<file path="src/csu_pkg.sv">
`default_nettype none

package csu_pkg;

    // Field widths of the interface.
    localparam int TIME_W   = 48;
    localparam int PERIOD_W = 12;
    localparam int CNT_W    = 32;
    localparam int JIT_W    = 16;
    localparam int FIRE_W   = 4;

    // Default number of task slots and the number of period registers.
    localparam int CSU_NUM_TASKS = 4;
    localparam int NUM_PERIOD_REGS = 4;

    // Configuration port.
    localparam int APB_AW = 5;
    localparam int APB_DW = 32;
    localparam logic [2:0] REG_JITTER  = 3'd0;
    localparam logic [2:0] REG_PERIOD0 = 3'd1;
    localparam logic [2:0] REG_PERIOD1 = 3'd2;
    localparam logic [2:0] REG_PERIOD2 = 3'd3;
    localparam logic [2:0] REG_PERIOD3 = 3'd4;

    // Command codes.
    localparam logic [1:0] CMD_START = 2'd0;
    localparam logic [1:0] CMD_WAKE  = 2'd1;
    localparam logic [1:0] CMD_STOP  = 2'd2;

    // Handshake between the schedule setup sequencer and the top level.
    typedef struct packed {
        logic busy;
        logic done;
        logic ok;
    } csu_setup_status_t;

endpackage

`default_nettype wire

</file>
<file path="src/csu_div.sv">
`default_nettype none

module csu_div (
    input  wire logic                           aclk,
    input  wire logic                           aresetn,
    input  wire logic                           start,
    input  wire logic                           wide,
    input  wire logic [csu_pkg::TIME_W-1:0]     dividend,
    input  wire logic [csu_pkg::PERIOD_W-1:0]   divisor,
    output logic                                done,
    output logic [csu_pkg::TIME_W-1:0]          quot,
    output logic [csu_pkg::PERIOD_W-1:0]        rem
);
    import csu_pkg::*;

    localparam int SHIFT = TIME_W - PERIOD_W;
    localparam int CW = $clog2(TIME_W + 1);

    logic [TIME_W-1:0]   sh_reg, sh_next;
    logic [PERIOD_W-1:0] rem_reg, rem_next;
    logic [PERIOD_W-1:0] dvs_reg, dvs_next;
    logic [CW-1:0]       cnt_reg, cnt_next;
    logic                busy_reg, busy_next;
    logic                done_reg, done_next;
    logic [PERIOD_W:0]   trial;
    logic                fits;

    // One restoring step: bring down the next dividend bit and try a subtract.
    always_comb begin
        trial     = {rem_reg, sh_reg[TIME_W-1]};
        fits      = trial >= {1'b0, dvs_reg};
        sh_next   = sh_reg;
        rem_next  = rem_reg;
        dvs_next  = dvs_reg;
        cnt_next  = cnt_reg;
        busy_next = busy_reg;
        done_next = 1'b0;
        if (start) begin
            sh_next   = wide ? dividend : {dividend[PERIOD_W-1:0], {SHIFT{1'b0}}};
            rem_next  = '0;
            dvs_next  = divisor;
            cnt_next  = wide ? CW'(TIME_W) : CW'(PERIOD_W);
            busy_next = 1'b1;
        end else if (busy_reg) begin
            rem_next = fits ? PERIOD_W'(trial - {1'b0, dvs_reg}) : trial[PERIOD_W-1:0];
            sh_next  = {sh_reg[TIME_W-2:0], fits};
            cnt_next = cnt_reg - 1'b1;
            if (cnt_reg == CW'(1)) begin
                busy_next = 1'b0;
                done_next = 1'b1;
            end
        end
    end

    always_ff @(posedge aclk) begin
        if (!aresetn) begin
            busy_reg <= 1'b0;
            done_reg <= 1'b0;
        end else begin
            busy_reg <= busy_next;
            done_reg <= done_next;
        end
        sh_reg  <= sh_next;
        rem_reg <= rem_next;
        dvs_reg <= dvs_next;
        cnt_reg <= cnt_next;
    end

    assign done = done_reg;
    assign quot = sh_reg;
    assign rem  = rem_reg;

endmodule

`default_nettype wire

</file>
<file path="src/csu_setup.sv">
`default_nettype none

module csu_setup #(
    parameter int NUM_TASKS = csu_pkg::CSU_NUM_TASKS
) (
    input  wire logic                                           aclk,
    input  wire logic                                           aresetn,
    input  wire logic                                           launch,
    input  wire logic [NUM_TASKS-1:0][csu_pkg::PERIOD_W-1:0]    periods,
    output csu_pkg::csu_setup_status_t                          status,
    output logic [csu_pkg::PERIOD_W-1:0]                        minor_period,
    output logic [csu_pkg::TIME_W-1:0]                          frames,
    output logic [NUM_TASKS-1:0][csu_pkg::PERIOD_W-1:0]         steps
);
    import csu_pkg::*;

    localparam int CW = $clog2(NUM_TASKS + 1);
    localparam int IW = (NUM_TASKS > 1) ? $clog2(NUM_TASKS) : 1;

    localparam logic [3:0] S_IDLE   = 4'd0;
    localparam logic [3:0] S_SCAN   = 4'd1;
    localparam logic [3:0] S_EUC    = 4'd2;
    localparam logic [3:0] S_DIVW   = 4'd3;
    localparam logic [3:0] S_MUL    = 4'd4;
    localparam logic [3:0] S_FRAMES = 4'd5;
    localparam logic [3:0] S_STEP   = 4'd6;
    localparam logic [3:0] S_DONE   = 4'd7;

    localparam logic [1:0] P_EUC  = 2'd0;
    localparam logic [1:0] P_LDIV = 2'd1;
    localparam logic [1:0] P_FPM  = 2'd2;
    localparam logic [1:0] P_STEP = 2'd3;

    logic [3:0]          state_reg, state_next;
    logic [1:0]          post_reg, post_next;
    logic                ret_l_reg, ret_l_next;
    logic [CW-1:0]       i_reg, i_next;
    logic [PERIOD_W-1:0] g_reg, g_next;
    logic [PERIOD_W-1:0] gnew_reg, gnew_next;
    logic [TIME_W-1:0]   l_reg, l_next;
    logic [TIME_W-1:0]   ea_reg, ea_next;
    logic [PERIOD_W-1:0] eb_reg, eb_next;
    logic [TIME_W-1:0]   frames_reg, frames_next;
    logic [NUM_TASKS-1:0][PERIOD_W-1:0] step_reg, step_next;

    logic                div_start, div_wide, div_done;
    logic [TIME_W-1:0]   div_a, div_q;
    logic [PERIOD_W-1:0] div_b, div_r;
    logic [PERIOD_W-1:0] p_cur;
    logic [TIME_W+PERIOD_W-1:0] prod;

    csu_div u_div (
        .aclk     (aclk),
        .aresetn  (aresetn),
        .start    (div_start),
        .wide     (div_wide),
        .dividend (div_a),
        .divisor  (div_b),
        .done     (div_done),
        .quot     (div_q),
        .rem      (div_r)
    );

    assign p_cur = periods[i_reg[IW-1:0]];
    assign prod  = div_q * p_cur;

    // Sequencer: gcd and lcm per slot, then frame count and slot steps.
    always_comb begin
        state_next  = state_reg;
        post_next   = post_reg;
        ret_l_next  = ret_l_reg;
        i_next      = i_reg;
        g_next      = g_reg;
        gnew_next   = gnew_reg;
        l_next      = l_reg;
        ea_next     = ea_reg;
        eb_next     = eb_reg;
        frames_next = frames_reg;
        step_next   = step_reg;
        div_start   = 1'b0;
        div_wide    = 1'b0;
        div_a       = ea_reg;
        div_b       = eb_reg;
        case (state_reg)
            S_IDLE: begin
                if (launch) begin
                    i_next     = '0;
                    g_next     = '0;
                    l_next     = '0;
                    state_next = S_SCAN;
                end
            end
            S_SCAN: begin
                if (i_reg == CW'(NUM_TASKS)) begin
                    state_next = S_FRAMES;
                end else if (p_cur == '0) begin
                    i_next = i_reg + 1'b1;
                end else if (g_reg == '0) begin
                    g_next = p_cur;
                    l_next = TIME_W'(p_cur);
                    i_next = i_reg + 1'b1;
                end else begin
                    ea_next    = TIME_W'(g_reg);
                    eb_next    = p_cur;
                    ret_l_next = 1'b0;
                    state_next = S_EUC;
                end
            end
            S_EUC: begin
                if (eb_reg == '0) begin
                    if (!ret_l_reg) begin
                        gnew_next  = ea_reg[PERIOD_W-1:0];
                        ea_next    = l_reg;
                        eb_next    = p_cur;
                        ret_l_next = 1'b1;
                    end else begin
                        div_start  = 1'b1;
                        div_wide   = 1'b1;
                        div_a      = l_reg;
                        div_b      = ea_reg[PERIOD_W-1:0];
                        post_next  = P_LDIV;
                        state_next = S_DIVW;
                    end
                end else begin
                    div_start  = 1'b1;
                    div_wide   = ea_reg[TIME_W-1:PERIOD_W] != '0;
                    post_next  = P_EUC;
                    state_next = S_DIVW;
                end
            end
            S_DIVW: begin
                if (div_done) begin
                    case (post_reg)
                        P_EUC: begin
                            ea_next    = TIME_W'(eb_reg);
                            eb_next    = div_r;
                            state_next = S_EUC;
                        end
                        P_LDIV: begin
                            state_next = S_MUL;
                        end
                        P_FPM: begin
                            frames_next = div_q;
                            i_next      = '0;
                            state_next  = S_STEP;
                        end
                        default: begin
                            step_next[i_reg[IW-1:0]] = div_q[PERIOD_W-1:0];
                            i_next     = i_reg + 1'b1;
                            state_next = S_STEP;
                        end
                    endcase
                end
            end
            S_MUL: begin
                l_next     = prod[TIME_W-1:0];
                g_next     = gnew_reg;
                i_next     = i_reg + 1'b1;
                state_next = S_SCAN;
            end
            S_FRAMES: begin
                if (g_reg == '0) begin
                    state_next = S_DONE;
                end else begin
                    div_start  = 1'b1;
                    div_wide   = 1'b1;
                    div_a      = l_reg;
                    div_b      = g_reg;
                    post_next  = P_FPM;
                    state_next = S_DIVW;
                end
            end
            S_STEP: begin
                if (i_reg == CW'(NUM_TASKS)) begin
                    state_next = S_DONE;
                end else begin
                    div_start  = 1'b1;
                    div_a      = TIME_W'(p_cur);
                    div_b      = g_reg;
                    post_next  = P_STEP;
                    state_next = S_DIVW;
                end
            end
            S_DONE: begin
                state_next = S_IDLE;
            end
            default: begin
                state_next = S_IDLE;
            end
        endcase
    end

    always_ff @(posedge aclk) begin
        if (!aresetn) begin
            state_reg <= S_IDLE;
        end else begin
            state_reg <= state_next;
        end
        post_reg   <= post_next;
        ret_l_reg  <= ret_l_next;
        i_reg      <= i_next;
        g_reg      <= g_next;
        gnew_reg   <= gnew_next;
        l_reg      <= l_next;
        ea_reg     <= ea_next;
        eb_reg     <= eb_next;
        frames_reg <= frames_next;
        step_reg   <= step_next;
    end

    assign status.busy   = state_reg != S_IDLE;
    assign status.done   = state_reg == S_DONE;
    assign status.ok     = g_reg != '0;
    assign minor_period  = g_reg;
    assign frames        = frames_reg;
    assign steps         = step_reg;

endmodule

`default_nettype wire

</file>
<file path="src/cyclic_frame_scheduler_unit.sv">
`default_nettype none

// Channel  | Direction | Signals
// ---------+-----------+-----------------------------------------------------
// s_       | in        | s_valid, s_ready, s_cmd, s_now_ms, s_stop_at_minor
// m_       | out       | m_valid, m_ready, m_major_count ... m_missed_minor_run
// APB      | in/out    | psel, penable, pwrite, paddr, pwdata, prdata, pready
//
// A wake result appears in the output register on the next cycle. A start word
// runs the schedule setup, which uses one shared restoring divider (12 or 48
// steps per division) for the gcd, lcm, frame count and slot steps. The input
// is stalled during setup, and a wake is stalled while an untaken result holds
// the output register. Reset is synchronous and active low.
module cyclic_frame_scheduler_unit #(
    parameter int NUM_TASKS = csu_pkg::CSU_NUM_TASKS
) (
    input  wire logic                               aclk,
    input  wire logic                               aresetn,
    input  wire logic                               s_valid,
    output logic                                    s_ready,
    input  wire logic [1:0]                         s_cmd,
    input  wire logic [csu_pkg::TIME_W-1:0]         s_now_ms,
    input  wire logic                               s_stop_at_minor,
    output logic                                    m_valid,
    input  wire logic                               m_ready,
    output logic [csu_pkg::CNT_W-1:0]               m_major_count,
    output logic [csu_pkg::TIME_W-1:0]              m_minor_index,
    output logic                                    m_major_late,
    output logic                                    m_minor_late,
    output logic [csu_pkg::FIRE_W-1:0]              m_fire_mask,
    output logic [csu_pkg::TIME_W-1:0]              m_next_wake_ms,
    output logic                                    m_stopped,
    output logic [csu_pkg::CNT_W-1:0]               m_missed_major,
    output logic [csu_pkg::CNT_W-1:0]               m_missed_major_run,
    output logic [csu_pkg::CNT_W-1:0]               m_missed_minor,
    output logic [csu_pkg::CNT_W-1:0]               m_missed_minor_run,
    input  wire logic                               psel,
    input  wire logic                               penable,
    input  wire logic                               pwrite,
    input  wire logic [csu_pkg::APB_AW-1:0]         paddr,
    input  wire logic [csu_pkg::APB_DW-1:0]         pwdata,
    output logic [csu_pkg::APB_DW-1:0]              prdata,
    output logic                                    pready
);
    import csu_pkg::*;

    // Configuration registers.
    logic [JIT_W-1:0]    jitter_reg;
    logic [NUM_PERIOD_REGS-1:0][PERIOD_W-1:0] period_reg;
    logic [2:0]          reg_idx;
    logic                cfg_wr;

    assign pready  = 1'b1;
    assign reg_idx = paddr[4:2];
    assign cfg_wr  = psel && penable && pwrite;

    always_ff @(posedge aclk) begin
        if (!aresetn) begin
            jitter_reg <= '0;
            period_reg <= '0;
        end else if (cfg_wr) begin
            case (reg_idx)
                REG_JITTER:  jitter_reg    <= pwdata[JIT_W-1:0];
                REG_PERIOD0: period_reg[0] <= pwdata[PERIOD_W-1:0];
                REG_PERIOD1: period_reg[1] <= pwdata[PERIOD_W-1:0];
                REG_PERIOD2: period_reg[2] <= pwdata[PERIOD_W-1:0];
                REG_PERIOD3: period_reg[3] <= pwdata[PERIOD_W-1:0];
                default: ;
            endcase
        end
    end

    always_comb begin
        case (reg_idx)
            REG_JITTER:  prdata = APB_DW'(jitter_reg);
            REG_PERIOD0: prdata = APB_DW'(period_reg[0]);
            REG_PERIOD1: prdata = APB_DW'(period_reg[1]);
            REG_PERIOD2: prdata = APB_DW'(period_reg[2]);
            REG_PERIOD3: prdata = APB_DW'(period_reg[3]);
            default:     prdata = '0;
        endcase
    end

    // Slot periods; slots beyond the period registers are unused.
    logic [NUM_TASKS-1:0][PERIOD_W-1:0] slot_period;
    for (genvar t = 0; t < NUM_TASKS; t++) begin : g_slot
        if (t < NUM_PERIOD_REGS) begin : g_reg
            assign slot_period[t] = period_reg[t];
        end else begin : g_zero
            assign slot_period[t] = '0;
        end
    end

    // Schedule setup.
    csu_setup_status_t                  setup_st;
    logic [PERIOD_W-1:0]                setup_minor;
    logic [TIME_W-1:0]                  setup_frames;
    logic [NUM_TASKS-1:0][PERIOD_W-1:0] setup_steps;
    logic                               launch;

    csu_setup #(.NUM_TASKS(NUM_TASKS)) u_setup (
        .aclk         (aclk),
        .aresetn      (aresetn),
        .launch       (launch),
        .periods      (slot_period),
        .status       (setup_st),
        .minor_period (setup_minor),
        .frames       (setup_frames),
        .steps        (setup_steps)
    );

    // Run state.
    logic                running_reg, stop_pending_reg, mode_minor_reg;
    logic [PERIOD_W-1:0] minor_reg;
    logic [TIME_W-1:0]   frames_reg, pos_reg, sched_reg, start_now_reg;
    logic [CNT_W-1:0]    major_cnt_reg;
    logic [CNT_W-1:0]    mmaj_reg, mmajr_reg, mmin_reg, mminr_reg;
    logic [NUM_TASKS-1:0][PERIOD_W-1:0] step_reg, phase_reg;
    logic                m_valid_reg;

    logic                acc, wake, do_wake;
    logic [TIME_W:0]     limit, pos_inc;
    logic                late, pos_zero, pos_wrap, stop_now;
    logic [NUM_TASKS-1:0] fire;
    logic [NUM_TASKS+FIRE_W-1:0] fire_ext;

    assign s_ready = !setup_st.busy && (!m_valid_reg || m_ready || s_cmd != CMD_WAKE);
    assign acc     = s_valid && s_ready;
    assign wake    = acc && s_cmd == CMD_WAKE;
    assign do_wake = wake && running_reg;
    assign launch  = acc && s_cmd == CMD_START && !running_reg;

    // Frame checks for one wake word.
    assign limit    = {1'b0, sched_reg} + (TIME_W+1)'(jitter_reg);
    assign late     = {1'b0, s_now_ms} > limit;
    assign pos_zero = pos_reg == '0;
    assign pos_inc  = {1'b0, pos_reg} + 1'b1;
    assign pos_wrap = pos_inc >= {1'b0, frames_reg};
    assign stop_now = stop_pending_reg && (mode_minor_reg || pos_wrap);

    for (genvar t = 0; t < NUM_TASKS; t++) begin : g_fire
        assign fire[t] = step_reg[t] != '0 && phase_reg[t] == '0;
    end
    assign fire_ext = {{FIRE_W{1'b0}}, fire};

    always_ff @(posedge aclk) begin
        if (!aresetn) begin
            running_reg      <= 1'b0;
            stop_pending_reg <= 1'b0;
            mode_minor_reg   <= 1'b0;
            m_valid_reg      <= 1'b0;
        end else begin
            if (m_ready) begin
                m_valid_reg <= 1'b0;
            end
            if (acc && s_cmd == CMD_STOP && running_reg) begin
                stop_pending_reg <= 1'b1;
                mode_minor_reg   <= s_stop_at_minor;
            end
            if (do_wake) begin
                m_valid_reg <= 1'b1;
                if (stop_now) begin
                    running_reg      <= 1'b0;
                    stop_pending_reg <= 1'b0;
                end
            end
            if (setup_st.done && setup_st.ok) begin
                running_reg      <= 1'b1;
                stop_pending_reg <= 1'b0;
                mode_minor_reg   <= 1'b0;
            end
        end
    end

    // Run data: committed by setup, advanced by each wake word within a run.
    always_ff @(posedge aclk) begin
        if (launch) begin
            start_now_reg <= s_now_ms;
        end
        if (setup_st.done && setup_st.ok) begin
            minor_reg     <= setup_minor;
            frames_reg    <= setup_frames;
            step_reg      <= setup_steps;
            phase_reg     <= '0;
            pos_reg       <= '0;
            sched_reg     <= start_now_reg;
            major_cnt_reg <= '0;
            mmaj_reg      <= '0;
            mmajr_reg     <= '0;
            mmin_reg      <= '0;
            mminr_reg     <= '0;
        end else if (do_wake) begin
            if (pos_zero) begin
                major_cnt_reg <= major_cnt_reg + 1'b1;
                mmaj_reg      <= late ? mmaj_reg + 1'b1 : mmaj_reg;
                mmajr_reg     <= late ? mmajr_reg + 1'b1 : '0;
            end
            mmin_reg  <= late ? mmin_reg + 1'b1 : mmin_reg;
            mminr_reg <= late ? mminr_reg + 1'b1 : '0;
            sched_reg <= sched_reg + TIME_W'(minor_reg);
            pos_reg   <= pos_wrap ? '0 : pos_inc[TIME_W-1:0];
            for (int t = 0; t < NUM_TASKS; t++) begin
                if (pos_wrap || phase_reg[t] + 1'b1 == step_reg[t]) begin
                    phase_reg[t] <= '0;
                end else begin
                    phase_reg[t] <= phase_reg[t] + 1'b1;
                end
            end
        end
    end

    // Output word register.
    always_ff @(posedge aclk) begin
        if (do_wake) begin
            m_major_count      <= pos_zero ? major_cnt_reg + 1'b1 : major_cnt_reg;
            m_minor_index      <= pos_inc[TIME_W-1:0];
            m_major_late       <= pos_zero && late;
            m_minor_late       <= late;
            m_fire_mask        <= fire_ext[FIRE_W-1:0];
            m_next_wake_ms     <= sched_reg + TIME_W'(minor_reg);
            m_stopped          <= stop_now;
            m_missed_major     <= (pos_zero && late) ? mmaj_reg + 1'b1 : mmaj_reg;
            m_missed_major_run <= pos_zero ? (late ? mmajr_reg + 1'b1 : '0) : mmajr_reg;
            m_missed_minor     <= late ? mmin_reg + 1'b1 : mmin_reg;
            m_missed_minor_run <= late ? mminr_reg + 1'b1 : '0;
        end
    end

    assign m_valid = m_valid_reg;

    // A new result word only follows an accepted wake word.
    assert property (@(posedge aclk) disable iff (!aresetn)
        $rose(m_valid_reg) && $past(aresetn) |-> $past(s_valid && s_ready && s_cmd == CMD_WAKE))
        else $error("result word without a wake word");

    // The run only ends with a result word that reports the stop.
    assert property (@(posedge aclk) disable iff (!aresetn)
        $fell(running_reg) && $past(aresetn) |-> m_valid_reg && m_stopped)
        else $error("run ended without a stopped result word");

    // A pending stop exists only within a run.
    assert property (@(posedge aclk) disable iff (!aresetn)
        stop_pending_reg |-> running_reg)
        else $error("stop pending while idle");

    // No input word is taken while the schedule setup is working.
    assert property (@(posedge aclk) disable iff (!aresetn)
        setup_st.busy |-> !s_ready)
        else $error("input accepted during setup");

endmodule

`default_nettype wire
</file>
<file path="config.mk">
export PLATFORM = sky130hd
export DESIGN_NAME = cyclic_frame_scheduler_unit
export DESIGN_NICKNAME = d
export VERILOG_FILES = /design/src/csu_pkg.sv /design/src/csu_div.sv /design/src/csu_setup.sv /design/src/cyclic_frame_scheduler_unit.sv
export SDC_FILE = /design/constraint.sdc
export NUM_CORES = 2
export LEC_CHECK = 0
export BUFFER_PORTS_ARGS = -buffer_cell sky130_fd_sc_hd__buf_2
export CORE_UTILIZATION = 50
export DETAILED_ROUTE_END_ITERATION = 7
export PLACE_DENSITY = 0.72
export SLEW_MARGIN = 20
export SYNTH_ARGS = -nofsm -noshare
export SYNTH_HDL_FRONTEND = slang
export SYNTH_SLANG_ARGS = --single-unit
</file>
<file path="constraint.sdc">
create_clock -name aclk -period 23.9 [get_ports aclk]
set_clock_uncertainty 0.05 [all_clocks]
set_input_delay 4.78 -clock aclk [delete_from_list [all_inputs] [get_ports aclk]]
set_output_delay 4.78 -clock aclk [all_outputs]
set_load 0.03 [all_outputs]
</file>
# Word-level counts from Yosys, hierarchy flattened

Cells that the tools add are included.
W data, S select, Z words.

$mul: 1
Div/mod/pow operators: 0
Equal/unequal tests: 38
Bitwise logic cells: 4
Reductions and logical operators: 76
Add/sub/neg operators: 15
Mux-type cells: 109
Shift operators: 0
Magnitude comparators: 5

Operators by type and width:

| kind                    | number |
|---|---|
| $mux W48                | 21 |
| $pmux W48 S3            | 3 |
| $mux W12                | 22 |
| $mux W32                | 6 |
| $add A32 B1 Y32 const B | 5 |
| $pmux W12 S3            | 3 |
| $logic_not A12 Y1       | 7 |
| $pmux W16 S5            | 1 |
| $reduce_bool A12 Y1     | 5 |
| $add A48 B1 Y49 const B | 1 |
| $add A48 B16 Y49        | 1 |
| $ge A49 B48 Y1          | 1 |
| $gt A48 B49 Y1          | 1 |
| $add A12 B1 Y12 const B | 4 |
| $add A48 B12 Y48        | 1 |
| $bwmux W48              | 1 |
| $eq A12 B12 Y1          | 4 |
| $logic_not A48 Y1       | 1 |
| $mul A48 B12 Y48        | 1 |
| $reduce_bool A36 Y1     | 1 |
| $mux W4                 | 7 |
| $pmux W4 S7             | 1 |
| $bmux W12 S2            | 1 |
| $demux W12 S2           | 1 |
| other kinds (47)        | 148 |

Word-level logic and storage cells: 306
Bits of input ports: 95
Output and inout bits: 298
Register bits after elaboration: 1109
Memories kept: 0
Bits in latches: 0
Bits in read-only memories: 0
Memory bits (writable): 0

# Longest topological paths before layout

Depth in word-level cells: 10
Depth in mapped cells: 26
Gate-level depth less buffers: 22

# Cells and area by module

A second synthesis with hierarchy kept.

Cell total of the unflattened synthesis: 6686
Area, all modules: 68766.0 um2

Modules (own cells, without submodules):

| module                      | area each (um2) | seq. area each (um2) | cells an instance | times used |
|---|---|---|---|---|
| cyclic_frame_scheduler_unit | 39801.9         | 20509.7              | 3804              | 1 |
| csu_setup                   | 24806.3         | 7086.8               | 2466              | 1 |
| csu_div                     | 4157.7          | 2262.2               | 416               | 1 |

# Worst setup path before layout

No wires, ideal clock.

Kind: input to register
Start point: input port s_cmd[0]
End point: register stop_pending_reg
Slack: 9.716 ns
Stages: 7
Arrival time: 13.630 ns
Buffers on the path: 2
Cell sequence: nor2b_1 -> a21oi_1 -> nand4_1 -> inv_2 -> clkbuf_1 -> clkbuf_1 -> a211oi_1

Elaborated cells on any way between the ends: 13

RTL lines:

| element                | RTL line                           | RTL |
|---|---|---|
| start: declaration     | cyclic_frame_scheduler_unit.sv:21  | `input wire logic [1:0] s_cmd,` |
| $ne A2 B1 Y1           | cyclic_frame_scheduler_unit.sv:127 | `assign s_ready = !setup_st.busy && (!m_valid_reg \|\| m_ready \|\| s_cmd != CMD_WAKE);` |
| $logic_or A1 B1 Y1     | cyclic_frame_scheduler_unit.sv:127 |  |
| $logic_and A1 B1 Y1    | cyclic_frame_scheduler_unit.sv:127 |  |
| net s_ready            | cyclic_frame_scheduler_unit.sv:20  | `output logic s_ready,` |
| $logic_and A1 B1 Y1    | cyclic_frame_scheduler_unit.sv:128 | `assign acc = s_valid && s_ready;` |
| $logic_and A1 B1 Y1    | cyclic_frame_scheduler_unit.sv:129 | `assign wake = acc && s_cmd == CMD_WAKE;` |
| $logic_and A1 B1 Y1    | cyclic_frame_scheduler_unit.sv:130 | `assign do_wake = wake && running_reg;` |
| net do_wake            | cyclic_frame_scheduler_unit.sv:121 | `logic acc, wake, do_wake;` |
| $mux W1                | cyclic_frame_scheduler_unit.sv:160 | `if (do_wake) begin` |
| end signal: assignment | cyclic_frame_scheduler_unit.sv:157 | `stop_pending_reg <= 1'b1;` |
| end signal: assignment | cyclic_frame_scheduler_unit.sv:164 | `stop_pending_reg <= 1'b0;` |
| end signal: assignment | cyclic_frame_scheduler_unit.sv:169 | `stop_pending_reg <= 1'b0;` |
| end: declaration       | cyclic_frame_scheduler_unit.sv:113 | `logic running_reg, stop_pending_reg, mode_minor_reg;` |

The timed path passes the listed nets, and every way through them passes these cells.
A chain may end at the register's enable or synchronous reset.

# Worst setup path after layout

Start point: input port paddr[2] (netlist name)
End point: output port prdata[9] (netlist name)

Longest elaborated chain between the ends: 2
Elaborated cells on any way between the ends: 6

RTL lines:

| element                                    | RTL line                          | RTL |
|---|---|---|
| start: declaration                         | cyclic_frame_scheduler_unit.sv:40 | `input wire logic [csu_pkg::APB_AW-1:0] paddr,` |
| $eq A3 B3 Y1, or another cell as far along | cyclic_frame_scheduler_unit.sv:74 | `case (reg_idx)` |
| $pmux W16 S5 (*)                           | cyclic_frame_scheduler_unit.sv:74 |  |
| end: declaration                           | cyclic_frame_scheduler_unit.sv:42 | `output logic [csu_pkg::APB_DW-1:0] prdata,` |

Mark *: on every way between the ends. The rest lies on a longest branch, timed or not.

==> impl_metrics.json <==
{
  "slowest_delay_ns": 0.84,
  "grt_pass1_vias": 48570,
  "grt.total_usage_pct": 25.16,
  "htreeDepth": 3,
  "min_path_cells": 0,
  "cts_hold_buf": 0,
  "tritoncts": "built",
  "synthArstFlopShare_pct": 0,
  "synth-edff-count": 767,
  "antenna_found_initial": 15,
  "ys_seq_area_share_pct": 44.37,
  "crit_fanout": 21,
  "grt_max_degree": 189,
  "cap_viol_max_count": 0,
  "synth_warnings": 0,
  "fill_cells": 11280,
  "postSynthAreaPerCell_sq_um": 10.41,
  "cp_common_cell": "buf_2",
  "critPathArrivalTime_ns": 6.84,
  "outcome": "complete, no violations",
  "ios": 393,
  "switchingPower_uw": 950.3,
  "fin_crit_sh_pct": 48.84,
  "crit_cells": 5,
  "gr-usage-met2_pct": 41.93,
  "p_int_uw": 3225,
  "dpl_worst_slack_ns": 12.25,
  "met1_usage_pct": 32.89,
  "rows": 134,
  "grt_pass1_wl_microns": 271200,
  "synth_top_area_share_pct": 34.23,
  "drc": 0,
  "rsz0062_at_grt": "no",
  "setup_tns_ns": 0,
  "synth_top_area_cell": "edfxtp_1",
  "ys_ff_latch": 1108,
  "start_util_pct": 50.42,
  "fin_nets": 7374,
  "die_area_sq_um": 136100,
  "routabilityCongestion": 0.9092,
  "synthTopCellsByArea": "edfxtp_1, fa_1, dfxtp_1, nand2_1, ha_1",
  "insertion_delay_ns": 0.74,
  "endpoint_kind": "primary output",
  "gr-usage-met3_pct": 3.832,
  "startpoint_type": "primary input",
  "worst_path_max_delay_cell": "nor2b_1",
  "routed_wl_microns": 172900,
  "layout_setup_ws_ns": 12.23,
  "cts_resized": 0,
  "num_vias": 49540,
  "holdWs_ns": 0.3531,
  "regArea_sq_um": 29860,
  "clockPowerShare_pct": 44.7,
  "post-dp-hpwl_microns": 120500,
  "fmax_mhz": 85.68,
  "clk_pin_slew_ns": 0.06,
  "dr.pass1.iters": 6,
  "core_area_sq_um": 133500,
  "antenna_left": 0,
  "drt_iter0_drc": 4660,
  "power_density_nw_per_um2": 56.14,
  "cts.sinks": 1108,
  "cts_setup_buffers": 0,
  "synthesis.area_sq_um": 67300,
  "vdd_drop_max_mv": 0.05995,
  "reg2regPathDepth": 21,
  "sw_frac_of_total_pct": 22.76,
  "criticalPathCategory": "in -> out",
  "setup_viol": 0,
  "area_growth_pct": 10.52,
  "hold_class": "reg -> reg",
  "numCtsBuffers": 112,
  "yosysUniqueCellTypes": 100,
  "cp.required_ns": 19.07,
  "p_comb_share_pct": 5.3,
  "fin_crit_ns": 11.67,
  "grt_busiest_layer": "met2",
  "synth_top_flop_cell": "edfxtp_1",
  "fp.dieW_microns": 368.9,
  "wire_per_inst_microns": 20.27,
  "die_h_microns": 368.9,
  "root_buffer": "clkbuf_16",
  "gr-total-overflow": 0,
  "cp_cell_sequence": "buf_2 > nor2b_1 > a22oi_1 > o22ai_1 > buf_2",
  "p_leak_uw": 0.02986,
  "netlist_instances": 6466,
  "viasPerCell": 5.808,
  "worst_pin_slew_ns": 1.124,
  "maxSlewHeadroom_pct": 25.07,
  "drive_above_1_share_pct": 10.92,
  "power_frac_seq_pct": 50.0,
  "portBuffers": 357,
  "crit_buf_inv": 2,
  "post-route-util_pct": 55.73,
  "cts_buffer_depth": 3,
  "final_max_slew_viol_count": 0,
  "crit_family": "simple AND/OR/NAND/NOR gates",
  "finalHoldViolations": 0,
  "multi_input_area_sq_um": 33800
}
metal layers:
metal / up-vias / routed length, microns
met3: 363 / 13120
met2: 2046 / 83690
met4: 2 / 6178
met1: 24400 / 69920
li1: 22730 / -
met5: - / 13
power groups by stage:
stage,clock network (uW),registers [uW],logic [uW]
3_5_place_dp,0,2130,217
6_report,1860,2090,221
2_1_floorplan,0,2110,166
4_1_cts,1890,2090,219
5_1_grt,1960,2090,247
3_3_place_gp,0,2130,213
cell families after synthesis:
logic type	after synthesis	synth area share [%]
xor gates and xnor gates	435	5.682
DFF	1108	44.37
buffers and inverters	962	5.661
and+or+nand+nor	2192	15.88
muxes	140	2.337
AOI/OAI and AO/OA	1003	9.975
other	2	0.01116
adders and majority gates	624	16.09
synth_stat cells (21+ instances only):
cell / number
or4_1: 24
o22ai_1: 25
o31ai_1: 48
dfxtp_1: 341
mux2i_1: 84
buf_4: 21
inv_1: 594
xnor2_1: 245
nor3_1: 68
nor2b_1: 80
clkbuf_1: 276
nand2b_1: 24
o211ai_1: 30
a211oi_1: 26
xor2_1: 189
buf_2: 38
and4_1: 22
a22o_1: 59
nand4_1: 101
a21o_1: 91
a22oi_1: 74
nand2_1: 869
mux2_2: 47
ha_1: 222
a21oi_1: 149
a21boi_0: 25
a31oi_1: 95
nor2_1: 339
and3_1: 128
o21ai_0: 223
fa_1: 402
nand3_1: 181
edfxtp_1: 767
nor4_1: 72
and2_1: 176
buf_1: 22
or3_1: 39
worst register-to-register path: stages, from the launching register on:
cell and delay (ns):
edfxtp_1 0.97, mux2i_1 0.31, mux2i_4 0.19, buf_4 0.48, and2_1 0.28, fa_1 0.47, fa_1 0.53, fa_1 0.55
fa_1 0.56, inv_1 0.06, fa_1 0.54, inv_1 0.05, ha_1 0.36, a211oi_1 0.41, o211ai_1 0.26, a2111o_1 0.42
o22a_1 0.27, a22oi_1 0.37, o21ai_0 0.26, a31oi_1 0.25, xor2_1 0.19, nor2_1 0.05
area by class of cell:
type	instances	area share, %
tap	1768	2.974
timing repair buffer	425	3.106
clock inverter	78	1.285
antenna	11	0.03701
multi-input combinational	4411	45.45
inverter	597	3.037
sequential	1108	40.15
clock buffer	132	3.965
path summary, 6_finish.rpt:
kind / from / end / slack, ns
hold reg to reg: u_setup.frames[29] / frames_reg[29] / 0.35
setup reg to reg: u_setup.i_reg[1] / u_setup.l_reg[42] / 15.76
hold / removal: u_setup.frames[29] / frames_reg[29] / 0.35
setup / recovery: paddr[2] / prdata[9] / 12.23
cells in the final DEF (no fill, tap or decap), types with 95 or more instances in the layout:
cell         n
fa_1       402
a31oi_1     95
xor2_1     189
nand4_1    101
edfxtp_1   767
xnor2_1    245
o21ai_0    221
buf_2      357
inv_1      591
and2_1     175
and3_1     128
dfxtp_1    341
nand3_1    181
a21oi_1    149
nor2_1     335
clkbuf_16  113
ha_1       222
nand2_1    866
stage by stage:
stage               instance area (sq um)  std cells  power (uW)
finish                              74380       8530        4175
global route                        74380       8530        4302
CTS                                 74340       8519        4201
detailed placement                  70440       8309        2347
global placement                    70440       8309        2342
floorplan                           67350       6481        2280
(Power assumes the default switching activity.)
